===== src/design/hpid_pkg.sv =====
// Package for the heater PID controller with full-power bypass.
// Field widths, register indexes, reset values and shared structs.
// No dependencies.
package hpid_pkg;

    localparam int TEMP_W    = 11;  // measured temperature, signed
    localparam int TGT_W     = 10;
    localparam int ERR_W     = 12;  // target minus sample, signed
    localparam int DIFF_W    = 13;  // difference of two errors, signed
    localparam int GAIN_W    = 12;
    localparam int THR_W     = 8;
    localparam int LIMIT_W   = 16;  // integral limit and error sum
    localparam int DRIVE_W   = 16;
    localparam int BAND_W    = 8;
    localparam int CFG_IDX_W = 3;
    localparam int CFG_DATA_W = 16;

    localparam int DIFF_TAPS_DEF = 4;

    localparam int INTEGRAL_PRESET = 800;
    localparam int RESUME_MARGIN   = 10;

    localparam logic [TGT_W-1:0]   TARGET_RST    = 10'd240;
    localparam logic [GAIN_W-1:0]  GAIN_P_RST    = 12'd800;
    localparam logic [GAIN_W-1:0]  GAIN_I_RST    = 12'd25;
    localparam logic [GAIN_W-1:0]  GAIN_D_RST    = 12'd700;
    localparam logic [THR_W-1:0]   THRESHOLD_RST = 8'd15;
    localparam logic [LIMIT_W-1:0] LIMIT_RST     = 16'd1500;
    localparam logic [DRIVE_W-1:0] OUT_MAX_RST   = 16'd40000;
    localparam logic [BAND_W-1:0]  REACH_RST     = 8'd4;

    typedef enum logic [CFG_IDX_W-1:0] {
        REG_TARGET    = 3'd0,
        REG_GAIN_P    = 3'd1,
        REG_GAIN_I    = 3'd2,
        REG_GAIN_D    = 3'd3,
        REG_THRESHOLD = 3'd4,
        REG_LIMIT     = 3'd5,
        REG_OUT_MAX   = 3'd6,
        REG_REACH     = 3'd7
    } cfg_reg_t;

    // settings used by the error/state update stage
    typedef struct packed {
        logic [TGT_W-1:0]   target;
        logic [THR_W-1:0]   threshold;
        logic [LIMIT_W-1:0] limit;
        logic [BAND_W-1:0]  reach;
    } upd_cfg_t;

    typedef struct packed {
        logic [GAIN_W-1:0] p;
        logic [GAIN_W-1:0] i;
        logic [GAIN_W-1:0] d;
    } gain_t;

    // per-item status that rides along the pipeline
    typedef struct packed {
        logic bypass;
        logic at_target;
    } ctl_t;

endpackage


===== src/design/hpid_update.sv =====
// Error and controller state update for the heater PID block.
// Holds bypass mode, error sum, last error and the difference window.
// Depends on hpid_pkg.
module hpid_update #(
    parameter int DIFF_TAPS = hpid_pkg::DIFF_TAPS_DEF,
    parameter int DSUM_W    = hpid_pkg::DIFF_W + $clog2(hpid_pkg::DIFF_TAPS_DEF)
) (
    input  logic                                clk,
    input  logic                                rst_n,
    input  logic                                advance,
    input  logic signed [hpid_pkg::TEMP_W-1:0]  sample,
    input  hpid_pkg::upd_cfg_t                  cfg,
    output logic signed [hpid_pkg::ERR_W-1:0]   err,
    output logic [hpid_pkg::LIMIT_W-1:0]        esum,
    output logic signed [DSUM_W-1:0]            dsum,
    output hpid_pkg::ctl_t                      flags
);
    import hpid_pkg::*;

    localparam int IDX_W   = (DIFF_TAPS > 1) ? $clog2(DIFF_TAPS) : 1;
    localparam int DSUM_XW = DSUM_W + 1;
    localparam int ESUM_XW = LIMIT_W + 2;

    logic                      bypass_reg;
    logic [LIMIT_W-1:0]        esum_reg;
    logic signed [ERR_W-1:0]   last_err_reg;
    logic signed [DIFF_W-1:0]  win_reg [DIFF_TAPS];
    logic signed [DSUM_W-1:0]  dsum_reg;
    logic [IDX_W-1:0]          idx_reg;

    logic                      bypass_next;
    logic                      clear;
    logic signed [ERR_W-1:0]   thr_s;
    logic signed [ERR_W-1:0]   resume_s;
    logic signed [ERR_W-1:0]   band_s;
    logic [LIMIT_W-1:0]        esum_base;
    logic signed [ESUM_XW-1:0] esum_wide;
    logic signed [ESUM_XW-1:0] limit_s;
    logic [LIMIT_W-1:0]        esum_next;
    logic signed [ERR_W-1:0]   prev_err;
    logic signed [DIFF_W-1:0]  diff;
    logic [IDX_W-1:0]          slot;
    logic signed [DIFF_W-1:0]  old_val;
    logic signed [DSUM_W-1:0]  old_sum;
    logic signed [DSUM_XW-1:0] dsum_wide;
    logic signed [DSUM_W-1:0]  dsum_next;
    logic [IDX_W-1:0]          idx_next;

    always_comb
    begin
        err      = $signed({2'b00, cfg.target}) - ERR_W'(sample);
        thr_s    = $signed({4'b0000, cfg.threshold});
        resume_s = thr_s + ERR_W'(RESUME_MARGIN);
        band_s   = $signed({4'b0000, cfg.reach});

        // hysteresis: leaving bypass also restarts the PID terms
        clear       = bypass_reg && (err < thr_s);
        bypass_next = bypass_reg;
        if (clear)
        begin
            bypass_next = 1'b0;
        end
        else if (!bypass_reg && (err > resume_s))
        begin
            bypass_next = 1'b1;
        end

        esum_base = clear ? LIMIT_W'(INTEGRAL_PRESET) : esum_reg;
        esum_wide = $signed({2'b00, esum_base}) + ESUM_XW'(err);
        limit_s   = $signed({2'b00, cfg.limit});
        if (esum_wide > limit_s)
        begin
            esum_next = cfg.limit;
        end
        else if (esum_wide < 0)
        begin
            esum_next = '0;
        end
        else
        begin
            esum_next = esum_wide[LIMIT_W-1:0];
        end

        prev_err  = clear ? '0 : last_err_reg;
        diff      = DIFF_W'(err) - DIFF_W'(prev_err);
        slot      = clear ? '0 : idx_reg;
        old_val   = clear ? '0 : win_reg[slot];
        old_sum   = clear ? '0 : dsum_reg;
        dsum_wide = DSUM_XW'(old_sum) - DSUM_XW'(old_val) + DSUM_XW'(diff);
        dsum_next = dsum_wide[DSUM_W-1:0];
        idx_next  = (slot == IDX_W'(DIFF_TAPS - 1)) ? '0 : slot + 1'b1;

        esum            = esum_next;
        dsum            = dsum_next;
        flags.bypass    = bypass_next;
        flags.at_target = (err <= band_s) && (err >= -band_s);
    end

    always_ff @(posedge clk or negedge rst_n)
    begin
        if (!rst_n)
        begin
            bypass_reg   <= 1'b1;
            esum_reg     <= '0;
            last_err_reg <= '0;
            dsum_reg     <= '0;
            idx_reg      <= '0;
            for (int k = 0; k < DIFF_TAPS; k++)
            begin
                win_reg[k] <= '0;
            end
        end
        else if (advance)
        begin
            bypass_reg <= bypass_next;
            // bypass leaves the PID state alone
            if (!bypass_next)
            begin
                esum_reg     <= esum_next;
                last_err_reg <= err;
                dsum_reg     <= dsum_next;
                idx_reg      <= idx_next;
                for (int k = 0; k < DIFF_TAPS; k++)
                begin
                    if (IDX_W'(k) == slot)
                    begin
                        win_reg[k] <= diff;
                    end
                    else if (clear)
                    begin
                        win_reg[k] <= '0;
                    end
                end
            end
        end
    end

endmodule


===== src/design/hpid_mac.sv =====
// Gain multiply and output clamp for the heater PID block.
// Registers the three products, then sums and clamps them to the full-scale drive.
// Depends on hpid_pkg.
module hpid_mac #(
    parameter int DSUM_W = hpid_pkg::DIFF_W + $clog2(hpid_pkg::DIFF_TAPS_DEF)
) (
    input  logic                               clk,
    input  logic                               load,
    input  hpid_pkg::gain_t                    gain,
    input  logic signed [hpid_pkg::ERR_W-1:0]  err,
    input  logic [hpid_pkg::LIMIT_W-1:0]       esum,
    input  logic signed [DSUM_W-1:0]           dsum,
    input  logic [hpid_pkg::DRIVE_W-1:0]       out_max,
    output logic [hpid_pkg::DRIVE_W-1:0]       pid_drive
);
    import hpid_pkg::*;

    localparam int P_W   = ERR_W + GAIN_W + 1;
    localparam int I_W   = LIMIT_W + GAIN_W;
    localparam int D_W   = DSUM_W + GAIN_W + 1;
    localparam int MAX_A = (P_W > I_W + 1) ? P_W : I_W + 1;
    localparam int MAX_W = (MAX_A > D_W) ? MAX_A : D_W;
    localparam int TOT_W = MAX_W + 2;

    logic signed [P_W-1:0]   prod_p_reg;
    logic [I_W-1:0]          prod_i_reg;
    logic signed [D_W-1:0]   prod_d_reg;
    logic signed [TOT_W-1:0] total;
    logic signed [TOT_W-1:0] max_s;

    always_ff @(posedge clk)
    begin
        if (load)
        begin
            prod_p_reg <= $signed({1'b0, gain.p}) * err;
            prod_i_reg <= gain.i * esum;
            prod_d_reg <= $signed({1'b0, gain.d}) * dsum;
        end
    end

    always_comb
    begin
        total = TOT_W'(prod_p_reg) + TOT_W'($signed({1'b0, prod_i_reg}))
              + TOT_W'(prod_d_reg);
        max_s = $signed(TOT_W'(out_max));
        if (total < 0)
        begin
            pid_drive = '0;
        end
        else if (total > max_s)
        begin
            pid_drive = out_max;
        end
        else
        begin
            pid_drive = total[DRIVE_W-1:0];
        end
    end

endmodule


===== src/design/heater_pid_with_bypass.sv =====
// Heater temperature controller: PID with a full-power bypass that has hysteresis.
// Top level: stream channels, settings registers, three-stage pipeline.
// Depends on hpid_pkg, hpid_update and hpid_mac.
//
// Usage:
//   One temperature sample per transfer enters on s_tdata; one result per sample
//   leaves on m_tdata (heater drive) with m_tuser carrying bypass and at-target.
//   Settings are written through cfg_wr_en/cfg_index/cfg_data while no sample is
//   in flight; index 0..7 selects target, gains P/I/D, bypass threshold,
//   integral limit, full-scale drive and reach band.
//   An input transfer loads the error and state update stage; the result then
//   passes through the gain multiply stage and the sum and clamp stage, which
//   drives m_tvalid, before it can transfer out while m_tready is high.
//   Throughput is one sample per cycle unless the receiver stalls; each state update completes as its sample is taken.
//   Each stage holds when the one after it is full and blocked, so a stalled
//   receiver fills the pipeline; s_tready drops only when all three stages
//   hold items. Nothing is lost or repeated.
//   Reset (rst_n low) empties the pipeline, loads the default settings, enters
//   bypass mode and clears the integral and difference window.
module heater_pid_with_bypass #(
    parameter int DIFF_TAPS = hpid_pkg::DIFF_TAPS_DEF
) (
    input  logic                                 clk,
    input  logic                                 rst_n,
    input  logic                                 s_tvalid,
    output logic                                 s_tready,
    input  logic [15:0]                          s_tdata,   // [10:0] temp_sample
    output logic                                 m_tvalid,
    input  logic                                 m_tready,
    output logic [15:0]                          m_tdata,   // [15:0] heater_drive
    output logic [1:0]                           m_tuser,   // [0] bypass_active, [1] at_target
    input  logic                                 cfg_wr_en,
    input  logic [hpid_pkg::CFG_IDX_W-1:0]       cfg_index,
    input  logic [hpid_pkg::CFG_DATA_W-1:0]      cfg_data
);
    import hpid_pkg::*;

    localparam int DSUM_W = DIFF_W + $clog2(DIFF_TAPS);

    // settings
    logic [TGT_W-1:0]   target_reg;
    logic [GAIN_W-1:0]  gain_p_reg;
    logic [GAIN_W-1:0]  gain_i_reg;
    logic [GAIN_W-1:0]  gain_d_reg;
    logic [THR_W-1:0]   threshold_reg;
    logic [LIMIT_W-1:0] limit_reg;
    logic [DRIVE_W-1:0] out_max_reg;
    logic [BAND_W-1:0]  reach_reg;

    // pipeline
    logic                      v1_reg, v2_reg, v3_reg;
    logic                      v1_next, v2_next, v3_next;
    logic                      r1, r2, r3;
    logic                      advance;
    logic signed [ERR_W-1:0]   err_reg;
    logic [LIMIT_W-1:0]        esum_reg;
    logic signed [DSUM_W-1:0]  dsum_reg;
    ctl_t                      ctl1_reg, ctl2_reg, ctl3_reg;
    logic [DRIVE_W-1:0]        drive_reg;

    upd_cfg_t                  upd_cfg;
    gain_t                     gains;
    logic signed [ERR_W-1:0]   err_c;
    logic [LIMIT_W-1:0]        esum_c;
    logic signed [DSUM_W-1:0]  dsum_c;
    ctl_t                      ctl_c;
    logic [DRIVE_W-1:0]        pid_drive;

    always_ff @(posedge clk or negedge rst_n)
    begin
        if (!rst_n)
        begin
            target_reg    <= TARGET_RST;
            gain_p_reg    <= GAIN_P_RST;
            gain_i_reg    <= GAIN_I_RST;
            gain_d_reg    <= GAIN_D_RST;
            threshold_reg <= THRESHOLD_RST;
            limit_reg     <= LIMIT_RST;
            out_max_reg   <= OUT_MAX_RST;
            reach_reg     <= REACH_RST;
        end
        else if (cfg_wr_en)
        begin
            case (cfg_reg_t'(cfg_index))
                REG_TARGET:    target_reg    <= cfg_data[TGT_W-1:0];
                REG_GAIN_P:    gain_p_reg    <= cfg_data[GAIN_W-1:0];
                REG_GAIN_I:    gain_i_reg    <= cfg_data[GAIN_W-1:0];
                REG_GAIN_D:    gain_d_reg    <= cfg_data[GAIN_W-1:0];
                REG_THRESHOLD: threshold_reg <= cfg_data[THR_W-1:0];
                REG_LIMIT:     limit_reg     <= cfg_data[LIMIT_W-1:0];
                REG_OUT_MAX:   out_max_reg   <= cfg_data[DRIVE_W-1:0];
                REG_REACH:     reach_reg     <= cfg_data[BAND_W-1:0];
                default:       ;
            endcase
        end
    end

    // a stage may load when it is empty or its item moves on this cycle
    always_comb
    begin
        r3       = !v3_reg || m_tready;
        r2       = !v2_reg || r3;
        r1       = !v1_reg || r2;
        s_tready = r1;
        advance  = s_tvalid && r1;
        v1_next  = r1 ? s_tvalid : v1_reg;
        v2_next  = r2 ? v1_reg : v2_reg;
        v3_next  = r3 ? v2_reg : v3_reg;
    end

    always_ff @(posedge clk or negedge rst_n)
    begin
        if (!rst_n)
        begin
            v1_reg <= 1'b0;
            v2_reg <= 1'b0;
            v3_reg <= 1'b0;
        end
        else
        begin
            v1_reg <= v1_next;
            v2_reg <= v2_next;
            v3_reg <= v3_next;
        end
    end

    assign upd_cfg.target    = target_reg;
    assign upd_cfg.threshold = threshold_reg;
    assign upd_cfg.limit     = limit_reg;
    assign upd_cfg.reach     = reach_reg;

    hpid_update #(
        .DIFF_TAPS (DIFF_TAPS),
        .DSUM_W    (DSUM_W)
    ) u_update (
        .clk     (clk),
        .rst_n   (rst_n),
        .advance (advance),
        .sample  ($signed(s_tdata[TEMP_W-1:0])),
        .cfg     (upd_cfg),
        .err     (err_c),
        .esum    (esum_c),
        .dsum    (dsum_c),
        .flags   (ctl_c)
    );

    always_ff @(posedge clk)
    begin
        if (r1)
        begin
            err_reg  <= err_c;
            esum_reg <= esum_c;
            dsum_reg <= dsum_c;
            ctl1_reg <= ctl_c;
        end
        if (r2)
        begin
            ctl2_reg <= ctl1_reg;
        end
        if (r3)
        begin
            ctl3_reg  <= ctl2_reg;
            drive_reg <= ctl2_reg.bypass ? out_max_reg : pid_drive;
        end
    end

    assign gains.p = gain_p_reg;
    assign gains.i = gain_i_reg;
    assign gains.d = gain_d_reg;

    hpid_mac #(
        .DSUM_W (DSUM_W)
    ) u_mac (
        .clk       (clk),
        .load      (r2),
        .gain      (gains),
        .err       (err_reg),
        .esum      (esum_reg),
        .dsum      (dsum_reg),
        .out_max   (out_max_reg),
        .pid_drive (pid_drive)
    );

    assign m_tvalid   = v3_reg;
    assign m_tdata    = drive_reg;
    assign m_tuser[0] = ctl3_reg.bypass;
    assign m_tuser[1] = ctl3_reg.at_target;

`ifndef SYNTHESIS
    // an empty pipeline always takes a sample
    a_ready_when_empty: assert property (@(posedge clk) disable iff (!rst_n)
        (!v1_reg && !v2_reg && !v3_reg) |-> s_tready)
        else $error("input blocked with empty pipeline");

    // an item in the multiply stage reaches the output when the output can load
    a_stage_moves: assert property (@(posedge clk) disable iff (!rst_n)
        (v2_reg && r3) |=> m_tvalid)
        else $error("item lost between multiply and output stage");

    // no transfer in while every stage is full and the receiver stalls
    a_full_blocks: assert property (@(posedge clk) disable iff (!rst_n)
        (v1_reg && v2_reg && v3_reg && !m_tready) |-> !s_tready)
        else $error("input accepted into a full pipeline");
`endif

endmodule


===== config.mk =====
export PLATFORM = sky130hd
export DESIGN_NAME = heater_pid_with_bypass
export DESIGN_NICKNAME = d
export VERILOG_FILES = /design/src/design/hpid_pkg.sv /design/src/design/hpid_update.sv /design/src/design/hpid_mac.sv /design/src/design/heater_pid_with_bypass.sv
export SDC_FILE = /design/constraint.sdc
export NUM_CORES = 2
export LEC_CHECK = 0
export BUFFER_PORTS_ARGS = -buffer_cell sky130_fd_sc_hd__buf_4
export CAP_MARGIN = 20
export CORE_MARGIN = 3
export CORE_UTILIZATION = 39
export CTS_BUF_LIST = sky130_fd_sc_hd__clkbuf_4
export CTS_CLUSTER_DIAMETER = 200
export DETAILED_ROUTE_END_ITERATION = 10
export GPL_TIMING_DRIVEN = 0
export PLACE_DENSITY = 0.56
export SYNTH_ARGS = -nofsm -noshare
export SYNTH_HDL_FRONTEND = slang
export SYNTH_HIERARCHICAL = 1
export SYNTH_SLANG_ARGS = --single-unit
export TNS_END_PERCENT = 100

===== constraint.sdc =====
create_clock -name clk -period 8.08 [get_ports clk]
set_input_delay 0 -clock clk [delete_from_list [all_inputs] [get_ports clk]]
set_output_delay 0 -clock clk [all_outputs]
set_load 0.02 [all_outputs]

==> summary.txt <==
Worst setup path
  • Crit end category: flop
  • Critical Path AT: 8.47 ns
  • FF-to-FF path depth: 40
  • WP depth: 40
  • WP buf/inv: 4
  • Critical Path Source Type: flop
  • Worst path slowest cell: fa_2
  • R2R Path Start: target_reg[0]$_DFFE_PN0P_
  • Critical path fanouts, max: 5
  • CP startpoint: target_reg[0]$_DFFE_PN0P_
  • Worst path max stage delay: 0.40 ns
  • Critical path class: reg2reg
  • CP required: 8.69 ns
  • Top delay family on crit path: compound AO/OA/AOI/OAI gates

Placement
  • RePlAce Congestion: 0.898
  • Setup WS pre-CTS: -1.70 ns
  • DPL Wire Length: 81900 um
  • Post-DP Area: 40500 sq um
  • PortBufs: 50

Routing
  • WL per Instance: 19.0 um
  • WL final: 104000 um
  • Final ANT Viol Nets: 0
  • Mean number of vias per cell: 5.04
  • Starting DRT DRC Count: 1478
  • Vias: 27600
  • DRC Markers: 0
  • TritonRoute pass-1 iters: 5

Timing
  • Highest clock rate: 0.127 GHz
  • Final worst path period share: 97.3%
  • Setup slack after layout: 0.221 ns
  • Slew @ Worst Pin: 0.968 ns
  • Post-Route Skew: 0.119 ns
  • Final hold viol count: 0
  • Final period demand of the worst path: 7.86 ns
  • Slew margin rel.: 35.5%
  • # setup viols final: 0
  • Unrepaired setup endpoints after global routing: yes
  • Final Max Slew Viols: 0

Synth
  • Sequential fraction of the synthesis area: 24.3%
  • YS warnings: 6
  • Post-synth top flop: dfrtp_1
  • Syn nets: 4722
  • Post-synth EDFFs: 146
  • Cell Area, Synth: 38300 sq um
  • Mean post-synth cell area: 9.92 sq um
  • Post-synth cell types: 102
  • Synth Instances: 3863
  • Async S/R FF share, synth: 57.2%
  • Yosys reg bits: 341

Global route
  • Grt met1 use: 29.7%
  • Largest net degree at the start of global routing: 81
  • Gr usage total: 20.6%
  • Total gr overflow: 0
  • Grt peak-use layer: met2
  • Met3 Use GR: 2.71%
  • M2 GR Usage: 32.8%
  • Vias in the first global route: 28200
  • First-pass GRT wire length: 163000 um
  • Initial antenna violation count: 4

Floorplanning
  • Initial core utilization: 39.5%
  • I/O pins: 60
  • Row count: 114
  • Die height: 319 um
  • Core Region: 97000 sq um
  • Die Wd: 319 um
  • Die area: 102000 sq um

Finish
  • Nets: 4973
  • Area growth syn-to-layout: 12.6%
  • Share of cells above drive strength 1: 14.2%
  • Max reg flops: 52
  • Final instance area: 43100 sq um

CTS
  • Bufs on Longest Clock Path: 3
  • Clk root buf: clkbuf_4
  • CTS tree: yes
  • Clock H-tree levels: 3
  • Clk slew on worst S/H paths: 0.06 ns
  • CTS sink count: 341
  • Worst-Skew Late Latency: 0.91 ns
  • CTS buffer count: 99

Job
  • Total of max-cap violations: 0

Hold path
  • Hold depth: 8
  • Min-delay src: s_tdata[5]
  • Worst Hold Class: in2reg

Status
  • Status: completed
per-layer routing:
layer / share of wire (%) / wire (um)
met1: 48 / 49400
met2: 46 / 47300
met3: 4.4 / 4580
met4: 2.4 / 2470
met5: 0 / 0
worst register-to-register path, delay by kind of cell (launching register included):
family	cells	cell delay, ns
fa+ha+maj	5	1.32
buf+inv	4	0.69
compound gates	15	2.84
simple gates	12	1.46
xor+xnor	2	0.39
mux	2	0.52
flops	1	0.34
cell usage in the layout (no fill, tap or decap), drive strengths merged, types with 11 or more instances in the layout:
cell | synthesis | final
inv | 692 | 697
mux4 | 13 | 13
o21a | 22 | 22
o21ai | 117 | 117
nor2 | 133 | 133
clkinv | 1 | 22
mux2 | 116 | 116
a21boi | 11 | 11
and2 | 248 | 248
nand2b | 37 | 37
clkbuf | 110 | 259
dlygate4sd3 | 0 | 51
nand2 | 472 | 472
o31ai | 28 | 28
xor2 | 30 | 30
or3 | 11 | 11
a211oi | 13 | 13
nand4 | 26 | 26
nor3 | 35 | 35
a21o | 50 | 50
fa | 456 | 456
dfstp | 34 | 34
xnor2 | 104 | 104
a22o | 48 | 48
nand3 | 32 | 32
o211ai | 22 | 22
mux2i | 20 | 20
nor2b | 22 | 22
buf | 39 | 139
a21oi | 128 | 128
ha | 363 | 363
edfxtp | 146 | 146
dfrtp | 161 | 161
final timing paths:
check	endpoint	slack, ns
max	esum_reg[4]$_DFFE_PP_	0.22
min	u_update/last_err_reg[5]$_DFFE_PN0P_	0.08
max reg2reg	esum_reg[4]$_DFFE_PP_	0.22
min reg2reg	ctl2_reg[1]$_DFFE_PP_	0.42
max in group asynchronous	u_update/dsum_reg[9]$_DFFE_PN0P_	6.78
min in group asynchronous	u_update/esum_reg[5]$_DFFE_PN0P_	0.18
cells in the mapped netlist, types with 22 or more instances:
master	n	area [sq um]
nand2_1	471	1770
nor2_1	132	495
xnor2_1	104	911
o21a_1	22	165
nor3_1	32	160
o21ai_0	95	475
a21oi_1	122	611
fa_1	456	9130
nand3_1	31	155
mux2_4	43	646
and2_1	248	1550
nor2b_1	22	138
mux2_2	73	822
nand2b_1	37	231
nand4_1	25	156
xor2_1	29	254
a22o_1	48	420
edfxtp_1	146	4380
inv_1	690	2590
dfstp_2	34	893
a21o_1	50	375
clkbuf_1	109	409
dfrtp_1	161	4030
ha_1	363	4540
kinds of logic (layout without fill, tap and decap cells):
logic type | count (synthesis) | count (layout) | synth area share, %
AOI/OAI and AO/OA | 518 | 518 | 9.36
DFF | 341 | 341 | 24.3
other | 0 | 2 | 0
adders and majority gates | 821 | 821 | 35.7
muxes | 149 | 149 | 5.15
and+or+nand+nor | 1057 | 1057 | 13.6
buffers and inverters | 842 | 1170 | 8.72
xor gates and xnor gates | 135 | 135 | 3.14
what timing repair did:
action,CTS,global route
hold endpoints to repair,393,0
setup buffers,22,11
resized for setup,54,67
gates cloned,1,0
pin swaps,17,35
hold buffers,52,0
endpoints found under the setup margin,46,38
area by class of cell:
| class | count | area (sq um) |
|---|---|---|
| Inverter | 693 | 2600 |
| Buffer | 148 | 762 |
| Antenna cell | 2 | 5.00 |
| Fill cell | 9435 | 53900 |
| Clock buffer | 151 | 1130 |
| Tap cell | 1276 | 1600 |
| Sequential cell | 341 | 9310 |
| Multi-Input combinational cell | 2680 | 26100 |
| Clock inverter | 27 | 163 |
| Timing Repair Buffer | 151 | 1470 |
per-stage QoR:
stage | cells | setup TNS, ns | util (%) | hold WS, ns
floorplan | 3863 | 0 | - | -0.296
global placement | 5189 | -81.24 | 41.5 | 0.211
detailed placement | 5205 | -58.23 | 41.8 | -0.0444
CTS | 5458 | 0 | 44.1 | 0.00340
global route | 5468 | -1.08 | 44.5 | 0.0417
finish | 5469 | 0 | 44.5 | 0.0842
Power is not shown: default switching activity piles up to over one toggle a cycle in this logic, so the estimate is an artifact.
